===== src/hw/rtl/smac_pkg.sv =====
// Shared types and constants of the shadow memory access checker.
`default_nettype none

package smac_pkg;

    localparam int SHADOW_ENTRIES = 4096;
    localparam int MAX_LENGTH     = 4096;
    localparam int SLOT_W         = $clog2(SHADOW_ENTRIES);
    localparam int ADDR_W         = 32;
    localparam int LEN_W          = 13;
    localparam int IN_SLOT_W      = 12;
    localparam int SHADOW_W       = 8;
    localparam int GRANULE_SHIFT  = 3;
    localparam int CFG_INDEX_W    = 2;

    typedef enum logic [1:0] {
        ST_UNCHECKED = 2'd0,
        ST_CLEAN     = 2'd1,
        ST_POISONED  = 2'd2,
        ST_WRAPS     = 2'd3
    } t_status;

    typedef enum logic {
        OP_CHECK     = 1'b0,
        OP_SHADOW_WR = 1'b1
    } t_opcode;

    typedef enum logic [CFG_INDEX_W-1:0] {
        CFG_ENABLED      = 2'd0,
        CFG_REGION_START = 2'd1,
        CFG_REGION_LAST  = 2'd2,
        CFG_CHECK_FLOOR  = 2'd3
    } t_cfg_index;

    typedef struct packed {
        logic                       opcode;
        logic [ADDR_W-1:0]          address;
        logic [LEN_W-1:0]           length;
        logic                       is_store;
        logic [IN_SLOT_W-1:0]       shadow_slot;
        logic signed [SHADOW_W-1:0] shadow_byte;
    } t_cmd;

    typedef struct packed {
        t_status status;
        logic    store_echo;
    } t_result;

    typedef struct packed {
        logic              enabled;
        logic [ADDR_W-1:0] region_start;
        logic [ADDR_W-1:0] region_last;
        logic [ADDR_W-1:0] check_floor;
    } t_cfg;

endpackage

`default_nettype wire


===== src/hw/rtl/smac_ctrl.sv =====
// Sequencer: clearing pass, range pre-checks and shadow scan over the shadow RAM ports.
`default_nettype none

module smac_ctrl (
    input  wire logic                                  i_clk,
    input  wire logic                                  i_rst_n,
    input  wire smac_pkg::t_cfg                        i_cfg,
    input  wire logic                                  i_start,
    input  wire smac_pkg::t_cmd                        i_cmd,
    output logic                                       o_busy,
    output logic                                       o_result_valid,
    output smac_pkg::t_result                          o_result,
    output logic                                       o_ram_we,
    output logic [smac_pkg::SLOT_W-1:0]                o_ram_waddr,
    output logic [smac_pkg::SHADOW_W-1:0]              o_ram_wdata,
    output logic                                       o_ram_re,
    output logic [smac_pkg::SLOT_W-1:0]                o_ram_raddr,
    input  wire logic [smac_pkg::SHADOW_W-1:0]         i_ram_rdata
);

    localparam int RELS_W = smac_pkg::ADDR_W - smac_pkg::GRANULE_SHIFT;

    typedef enum logic [2:0] {
        S_CLEAR,
        S_IDLE,
        S_PRE,
        S_SPAN,
        S_SCAN
    } t_state;

    t_state                              r_state, n_state;
    smac_pkg::t_cmd                      r_cmd;
    logic [smac_pkg::SLOT_W-1:0]         r_slot, n_slot;
    logic [smac_pkg::SLOT_W-1:0]         r_last_slot, n_last_slot;
    logic [smac_pkg::ADDR_W-1:0]         r_last, n_last;
    logic [smac_pkg::ADDR_W-1:0]         r_rel_first, n_rel_first;
    logic [smac_pkg::GRANULE_SHIFT-1:0]  r_off, n_off;
    logic                                r_pend, n_pend;
    logic                                r_pend_last, n_pend_last;
    logic                                r_issued_last, n_issued_last;
    logic                                r_valid, n_valid;
    smac_pkg::t_status                   r_status, n_status;

    logic                                accept;
    logic                                wr_slot_ok;
    logic [smac_pkg::ADDR_W:0]           end_sum;
    logic [smac_pkg::ADDR_W-1:0]         rel_last;
    logic                                done;
    logic signed [smac_pkg::SHADOW_W-1:0] shadow_val;
    logic signed [smac_pkg::SHADOW_W-1:0] off_val;

    assign accept     = i_start && (r_state == S_IDLE);
    assign wr_slot_ok = 32'(i_cmd.shadow_slot) < 32'(smac_pkg::SHADOW_ENTRIES);
    assign end_sum    = {1'b0, r_cmd.address} + (smac_pkg::ADDR_W + 1)'(r_cmd.length);
    assign rel_last   = r_last - i_cfg.region_start;
    assign shadow_val = $signed(i_ram_rdata);
    assign off_val    = $signed({(smac_pkg::SHADOW_W - smac_pkg::GRANULE_SHIFT)'(0), r_off});

    always_comb begin
        o_ram_we    = 1'b0;
        o_ram_waddr = smac_pkg::SLOT_W'(i_cmd.shadow_slot);
        o_ram_wdata = i_cmd.shadow_byte;
        if (r_state == S_CLEAR) begin
            o_ram_we    = 1'b1;
            o_ram_waddr = r_slot;
            o_ram_wdata = '0;
        end else if (accept && (i_cmd.opcode == smac_pkg::OP_SHADOW_WR) && wr_slot_ok) begin
            o_ram_we = 1'b1;
        end
    end

    assign o_ram_re    = (r_state == S_SCAN) && !r_issued_last;
    assign o_ram_raddr = r_slot;

    always_comb begin
        n_state       = r_state;
        n_slot        = r_slot;
        n_last_slot   = r_last_slot;
        n_last        = r_last;
        n_rel_first   = r_rel_first;
        n_off         = r_off;
        n_pend        = 1'b0;
        n_pend_last   = r_pend_last;
        n_issued_last = r_issued_last;
        n_valid       = 1'b0;
        n_status      = r_status;
        done          = 1'b0;
        case (r_state)
            S_CLEAR: begin
                n_slot = r_slot + 1'b1;
                if (r_slot == smac_pkg::SLOT_W'(smac_pkg::SHADOW_ENTRIES - 1)) begin
                    n_state = S_IDLE;
                end
            end
            S_IDLE: begin
                if (accept && (i_cmd.opcode == smac_pkg::OP_CHECK)) begin
                    n_state = S_PRE;
                end
            end
            S_PRE: begin
                n_last      = end_sum[smac_pkg::ADDR_W-1:0] - 1'b1;
                n_rel_first = r_cmd.address - i_cfg.region_start;
                n_state     = S_IDLE;
                n_valid     = 1'b1;
                if (!i_cfg.enabled || (r_cmd.address < i_cfg.region_start) ||
                    (r_cmd.address > i_cfg.region_last) || (r_cmd.length == '0)) begin
                    n_status = smac_pkg::ST_UNCHECKED;
                end else if (end_sum[smac_pkg::ADDR_W] &&
                             (end_sum[smac_pkg::ADDR_W-1:0] != '0)) begin
                    n_status = smac_pkg::ST_WRAPS;
                end else if ((r_cmd.address < i_cfg.check_floor) ||
                             (32'(r_cmd.length) > 32'(smac_pkg::MAX_LENGTH))) begin
                    n_status = smac_pkg::ST_UNCHECKED;
                end else begin
                    n_state = S_SPAN;
                    n_valid = 1'b0;
                end
            end
            S_SPAN: begin
                n_slot        = smac_pkg::SLOT_W'(r_rel_first[smac_pkg::ADDR_W-1:
                                                  smac_pkg::GRANULE_SHIFT]);
                n_last_slot   = smac_pkg::SLOT_W'(rel_last[smac_pkg::ADDR_W-1:
                                                  smac_pkg::GRANULE_SHIFT]);
                n_off         = rel_last[smac_pkg::GRANULE_SHIFT-1:0];
                n_issued_last = 1'b0;
                if ((r_rel_first[smac_pkg::ADDR_W-1:smac_pkg::GRANULE_SHIFT] >=
                     RELS_W'(smac_pkg::SHADOW_ENTRIES)) ||
                    (rel_last[smac_pkg::ADDR_W-1:smac_pkg::GRANULE_SHIFT] >=
                     RELS_W'(smac_pkg::SHADOW_ENTRIES))) begin
                    n_status = smac_pkg::ST_UNCHECKED;
                    n_valid  = 1'b1;
                    n_state  = S_IDLE;
                end else begin
                    n_state = S_SCAN;
                end
            end
            S_SCAN: begin
                if (r_pend) begin
                    if (shadow_val != '0) begin
                        done     = 1'b1;
                        n_status = (!r_pend_last || (off_val >= shadow_val)) ?
                                   smac_pkg::ST_POISONED : smac_pkg::ST_CLEAN;
                    end else if (r_pend_last) begin
                        done     = 1'b1;
                        n_status = smac_pkg::ST_CLEAN;
                    end
                end
                if (done) begin
                    n_valid = 1'b1;
                    n_state = S_IDLE;
                end else if (!r_issued_last) begin
                    n_pend        = 1'b1;
                    n_pend_last   = (r_slot == r_last_slot);
                    n_issued_last = (r_slot == r_last_slot);
                    n_slot        = r_slot + 1'b1;
                end
            end
            default: begin
                n_state = S_IDLE;
            end
        endcase
    end

    always_ff @(posedge i_clk) begin
        if (!i_rst_n) begin
            r_state <= S_CLEAR;
            r_slot  <= '0;
            r_pend  <= 1'b0;
            r_valid <= 1'b0;
        end else begin
            r_state <= n_state;
            r_slot  <= n_slot;
            r_pend  <= n_pend;
            r_valid <= n_valid;
        end
        if (accept) begin
            r_cmd <= i_cmd;
        end
        r_last_slot   <= n_last_slot;
        r_last        <= n_last;
        r_rel_first   <= n_rel_first;
        r_off         <= n_off;
        r_pend_last   <= n_pend_last;
        r_issued_last <= n_issued_last;
        r_status      <= n_status;
    end

    assign o_busy              = (r_state != S_IDLE);
    assign o_result_valid      = r_valid;
    assign o_result.status     = r_status;
    assign o_result.store_echo = r_cmd.is_store;

endmodule

`default_nettype wire


===== config.mk =====
export PLATFORM = sky130hd
export DESIGN_NAME = smac_ctrl
export DESIGN_NICKNAME = d
export VERILOG_FILES = /design/src/hw/rtl/smac_pkg.sv /design/src/hw/rtl/smac_ctrl.sv
export SDC_FILE = /design/constraint.sdc
export NUM_CORES = 1
export LEC_CHECK = 0
export BUFFER_PORTS_ARGS = -buffer_cell sky130_fd_sc_hd__buf_2
export CAP_MARGIN = 10
export CORE_MARGIN = 8
export CORE_UTILIZATION = 30
export DETAILED_ROUTE_END_ITERATION = 12
export PLACE_DENSITY = 0.48
export SLEW_MARGIN = 20
export SYNTH_ARGS = -nofsm -noshare
export SYNTH_HDL_FRONTEND = slang
export SYNTH_SLANG_ARGS = --single-unit

===== constraint.sdc =====
create_clock -name i_clk -period 5.65 [get_ports i_clk]
set_input_delay 0 -clock i_clk [delete_from_list [all_inputs] [get_ports i_clk]]
set_output_delay 0 -clock i_clk [all_outputs]
set_load 0.03 [all_outputs]

# [After elaboration in Yosys (flattened, before gate mapping)]
# Index checks and enable logic that the tools add are counted.
[classes] n_addsub=5 order_cmp=7 n_eq_ne=16 mux=38 bitwise=5 n_reduce_logical=27
[op_table] cell="$lt A32 B32 Y1" n=2
[op_table] cell="$sub A32 B32 Y32" n=2
[op_table] cell="$ge A29 B13 Y1 const B" n=2
[op_table] cell="$mux W12" n=3
[op_table] cell="$pmux W12 S3" n=1
[op_table] cell="$add A32 B13 Y33" n=1
[op_table] cell="$gt A32 B32 Y1" n=1
[op_table] cell="$reduce_bool A32 Y1" n=1
[op_table] cell="$sub A32 B1 Y32 const B" n=1
[op_table] cell="$mux W2" n=11
[op_table] cell="$pmux W3 S5" n=1
[op_table] cell="$mux W1" n=14
[op_table] cell="$gt A13 B13 Y1 const B" n=1
[op_table] cell="$logic_not A13 Y1" n=1
[op_table] cell="$add A12 B1 Y12 const B" n=1
[op_table] cell="$eq A12 B12 Y1" n=1
[op_table] cell="$eq A12 B12 Y1 const B" n=1
[op_table] cell="$mux W3" n=4
[op_table] cell="$reduce_and A3 Y1" n=3
[op_table] cell="$ge A4 B8 Y1" n=1
[op_table] cell="$mux W8" n=1
[op_table] cell="$ne A2 B2 Y1 const B" n=4
[op_table] cell="$reduce_bool A8 Y1" n=1
[op_table] cell="$eq A3 B2 Y1 const B" n=2
[op_table] cell="19 further kinds" n=37
[totals] ff_bits=146 inputBits=175 wordCells=112

# [Longest topological paths before layout]
[depth] word_depth=6 ltp_mapped=14

# [Least setup slack after synthesis]
# OpenSTA, ideal clock, no wires.
[synth_path] path_kind="register to register" from="reg r_state[2]" to="reg r_status[0], enable pin" setup_time_ps=252 arrival_time_ps=3714 path_slack_ps=1684 path_stages_with_launch=6 path_buffers=0 period_less_slack_ps=3966 path_cell_list="dfxtp_1 > nand2b_1 > nor2_1 > nand4_1 > a21oi_2 > nor2b_1"
[synth_via] elab_chain_cells=3
[synth_rtl] item="start: declaration" line="smac_ctrl.sv:31" text="t_state r_state, n_state;"
[synth_rtl] item="start signal: assignment" line="smac_ctrl.sv:171" text="r_state <= n_state;"
[synth_rtl] item="$eq A3 B2 Y1 / $eq A3 B3 Y1 (equally long branches)" line="smac_ctrl.sv:88" text="case (r_state)"
[synth_rtl] item="$ne A4 B4 Y1 (no source line) (tied with other cells)"
[synth_rtl] item="$reduce_and A5 Y1 (no source line) (*)"
[synth_rtl] item="end signal: assignment" line="smac_ctrl.sv:185" text="r_status <= n_status;"
[synth_rtl] item="end: declaration" line="smac_ctrl.sv:42" text="smac_pkg::t_status r_status, n_status;"
# Mark *: on every way between the ends. The rest lies on a longest branch, timed or not.
# A chain may end at the register's enable or synchronous reset.

# [Worst setup path in the final report]
[layout_path] from="reg r_last[0] (netlist name)" to="reg r_state[0]"
[layout_via] elab_chain_cells=5
[layout_rtl] item="start: declaration" line="smac_ctrl.sv:35" text="logic [smac_pkg::ADDR_W-1:0] r_last, n_last;"
[layout_rtl] item="start signal: assignment" line="smac_ctrl.sv:180" text="r_last <= n_last;"
[layout_rtl] item="$sub A32 B32 Y32" line="smac_ctrl.sv:55" text="assign rel_last = r_last - i_cfg.region_start;"
[layout_rtl] item="$ge A29 B13 Y1" line="smac_ctrl.sv:128" text="(rel_last[smac_pkg::ADDR_W-1:smac_pkg::GRANULE_SHIFT] >="
[layout_rtl] item="$logic_or A1 B1 Y1" line="smac_ctrl.sv:127" text="RELS_W'(smac_pkg::SHADOW_ENTRIES)) ||"
[layout_rtl] item="$mux W3" line="smac_ctrl.sv:126" text="if ((r_rel_first[smac_pkg::ADDR_W-1:smac_pkg::GRANULE_SHIFT] >="
[layout_rtl] item="$pmux W3 S5" line="smac_ctrl.sv:88"
# No other way between the ends.

==> results.sh <==
export IMPL_cts_tree="done"
export IMPL_p_leak_nw=6.48
export IMPL_crit_path_start_kind="flop"
export IMPL_fin_util_pct=37.3
export IMPL_synth_edf_count=126
export IMPL_vias=10467
export IMPL_initial_core_util_pct=30.4
export IMPL_synth_seq_cells=143
export IMPL_yosys_area_top_type="edfxtp_1"
export IMPL_cap_viol_max_count=0
export IMPL_finalSetupViolations=0
export IMPL_cts_buffer_depth=2
export IMPL_final_hold_violation_count=0
export IMPL_cts_resized=0
export IMPL_die_h_microns=217
export IMPL_min_delay_path_class="primary input to flop"
export IMPL_postRouteAntennaNets=0
export IMPL_drtPass1Iterations=5
export IMPL_power_mw=2.67
export IMPL_wire_per_inst_microns=17.8
export IMPL_endpoint_kind="flop"
export IMPL_slew_viol_final=0
export IMPL_syn_inst=1309
export IMPL_rrSetupSlack_ns=1.41
export IMPL_critical_path_arrival_ns=4.57
export IMPL_crit_type="flop to flop"
export IMPL_grt_pass1_wl_microns=58900
export IMPL_drive_gt1_share_pct=18.0
export IMPL_synth_fp_nets=1630
export IMPL_synth_top_cell_area_share_pct=31.4
export IMPL_fin_crit_ns=4.24
export IMPL_die_x_microns=217
export IMPL_cts_root_buf="clkbuf_16"
export IMPL_cp_max_fo=3
export IMPL_rr_startpoint="r_last[0]"
export IMPL_fin_nets=1894
export IMPL_boundaryPins=214
export IMPL_ys_seq_area_share_pct=34.2
export IMPL_peakVddDrop_mv=0.231
export IMPL_syn_area_per_cell_sq_um=9.21
export IMPL_fmax_mhz=236
export IMPL_finalWorstSetupSlack_ns=1.41
export IMPL_reg2reg_depth=14
export IMPL_area_growth_pct=22.8
export IMPL_io_buffers=213
export IMPL_setup_tns_ns=0
export IMPL_routed_wl_microns=37600
export IMPL_grt_total_usage_pct=15.9
export IMPL_hold_end="r_off[0]"
export IMPL_via_per_inst=4.96
export IMPL_clock_latency_ns=0.44
export IMPL_gp_congestion=0.842
export IMPL_initialDrtViolationCount=471
export IMPL_clkTransAtPathRegs_ns=0.06
export IMPL_grt_pass1_vias=10814
export IMPL_clock_sinks=143
export IMPL_status="finished clean"
export IMPL_grt_overflow_total=0
export IMPL_diodes=0
export IMPL_skew_ns=0.00758
export IMPL_dp_hpwl_microns=31200
export IMPL_hold_buffers=49
export IMPL_synth_area_top_cells="edfxtp_1 31%, ha_1 15%, xnor2_1 5.2%"
export IMPL_rr_endpoint="r_state[0]"
export IMPL_finalCritPeriodShare_pct=75.0
export IMPL_yosysWarnings=0
export IMPL_synth_cell_types=75
export IMPL_dieArea_sq_um=46900
export IMPL_pre_cts_slack_ns=1.55
export IMPL_row_count=73
export IMPL_netlist_area_sq_um=12100
export IMPL_ys_flop_type="edfxtp_1"
export IMPL_h_tree_depth=4
export IMPL_power_density_nw_per_um2=180
export IMPL_grt_max_degree=49
export IMPL_final_cell_mix="213 x buf_2, 144 x ha_1, 127 x inv_1, 126 x edfxtp_1, 97 x nor2_1"
export IMPL_antenna_found_initial=1
export IMPL_worst_slew_pin_slew_ns=0.942
export IMPL_min_path_cells=3
export IMPL_core_area_sq_um=39700
export IMPL_final_common_cell="buf_2"
export IMPL_maxSlewHeadroom_pct=36.4
export IMPL_hp_start="i_cfg[64]"
export IMPL_numCtsBuffers=17
export IMPL_async_reset_ff_share_pct=0
export IMPL_crit_required_ns=5.98
export IMPL_rsz0062_at_grt="false"
export IMPL_route_detailed_drc=0
export IMPL_post_cts_setup_buffers=0
==> cells in the mapped netlist, drive strengths merged, types with 4 or more instances <==
cell / count
o22ai: 4
dfxtp: 17
a21oi: 81
a31oi: 9
inv: 127
or2: 4
xor2: 48
mux2i: 5
ha: 144
nor2: 98
and2: 14
o21ai: 58
a221oi: 4
nand4: 36
a21boi: 6
edfxtp: 126
o21bai: 8
mux2: 14
o21a: 19
xnor2: 71
nor2b: 30
or3: 4
nand2b: 21
and3: 22
a21o: 47
o211ai: 14
nor4: 19
nor3: 24
a2111oi: 6
nand2: 83
clkbuf: 19
nand3: 37
a211oi: 32
==> metrics by stage <==
stage	cell area (sq um)	std cells	hold WS [ns]
3_5_place_dp	13700	2030	0.178
6_report	14800	2111	0.0278
4_1_cts	14800	2111	0.00626
2_1_floorplan	12100	1309	0.0989
3_3_place_gp	13700	2030	0.177
5_1_grt	14800	2111	0.0441
==> area by class of cell <==
class                   instances  area (sq um)
clock inverters                13           139
flip-flops and latches        143          4120
fillers                      4022         24900
inverters                     127           477
clock buffers                  19           433
repair buffers                267          1590
multi-input cells            1017          7380
well taps                     525           657
==> power breakdown <==
part | internal [mW] | leakage [nW] | switching, mW
logic | 0.182 | 4.95 | 0.205
clock network | 0.650 | 0.267 | 0.479
registers | 1.15 | 1.27 | 0.00376
total | 1.98 | 6.48 | 0.688
==> worst max-delay path: stages (launching register included) <==
cell and delay (ns):
edfxtp_1 0.35, inv_1 0.06, ha_1 0.15, inv_1 0.05, fa_1 0.43, a211oi_1 0.33
o21ai_0 0.20, a221o_1 0.42, a31oi_1 0.37, and3b_1 0.24, mux2_2 0.24, nand4_1 0.07
nor4_1 0.51, a211oi_1 0.15, dlygate4sd3_1 0.57
==> state kept, by name (all words and copies together), names as in the netlist <==
name,flops
r_cmd,45
r_last,32
r_rel_first,29
o_ram_raddr,12
r_last_slot,12
r_off,3
r_state,3
r_status,2
o_result,1
o_result_valid,1
r_issued_last,1
r_pend,1
r_pend_last,1
==> kinds of logic (layout without fill, tap and decap cells) <==
group | after synthesis | after routing | synth area share, %
flip-flops | 143 | 143 | 34.2
multiplexers | 19 | 19 | 1.72
buffers and inverters | 149 | 426 | 4.69
AND/OR/NAND/NOR | 406 | 406 | 17.1
adder cells (fa/ha/maj) | 146 | 146 | 15.3
AO/OA/AOI/OAI | 327 | 327 | 18.3
XOR/XNOR | 119 | 119 | 8.64
==> per-layer routing <==
layer | routed length [microns] | part of all wire [%] | global-route usage (%)
met5 | 10 | 0.027 | 0
met4 | 819 | 2.2 | 5.00
met3 | 1600 | 4.3 | 3.19
met2 | 17200 | 46 | 26.0
met1 | 18000 | 48 | 20.8
==> worst max-delay path by stage <==
| stage | from | to | slack, ns | cells after the start |
|---|---|---|---|---|
| floorplan | r_state[2] | r_status[0] | 1.68 | 5 |
| global placement | r_last[0] | r_status[0] | 1.62 | 14 |
| detailed placement | r_cmd[34] | r_status[0] | 1.55 | 13 |
| CTS | r_last[0] | r_state[0] | 1.42 | 14 |
| global route | r_last[0] | r_state[0] | 1.12 | 14 |
| finish | r_last[0] | r_state[0] | 1.41 | 14 |
Power figures use the tool's default switching activity.
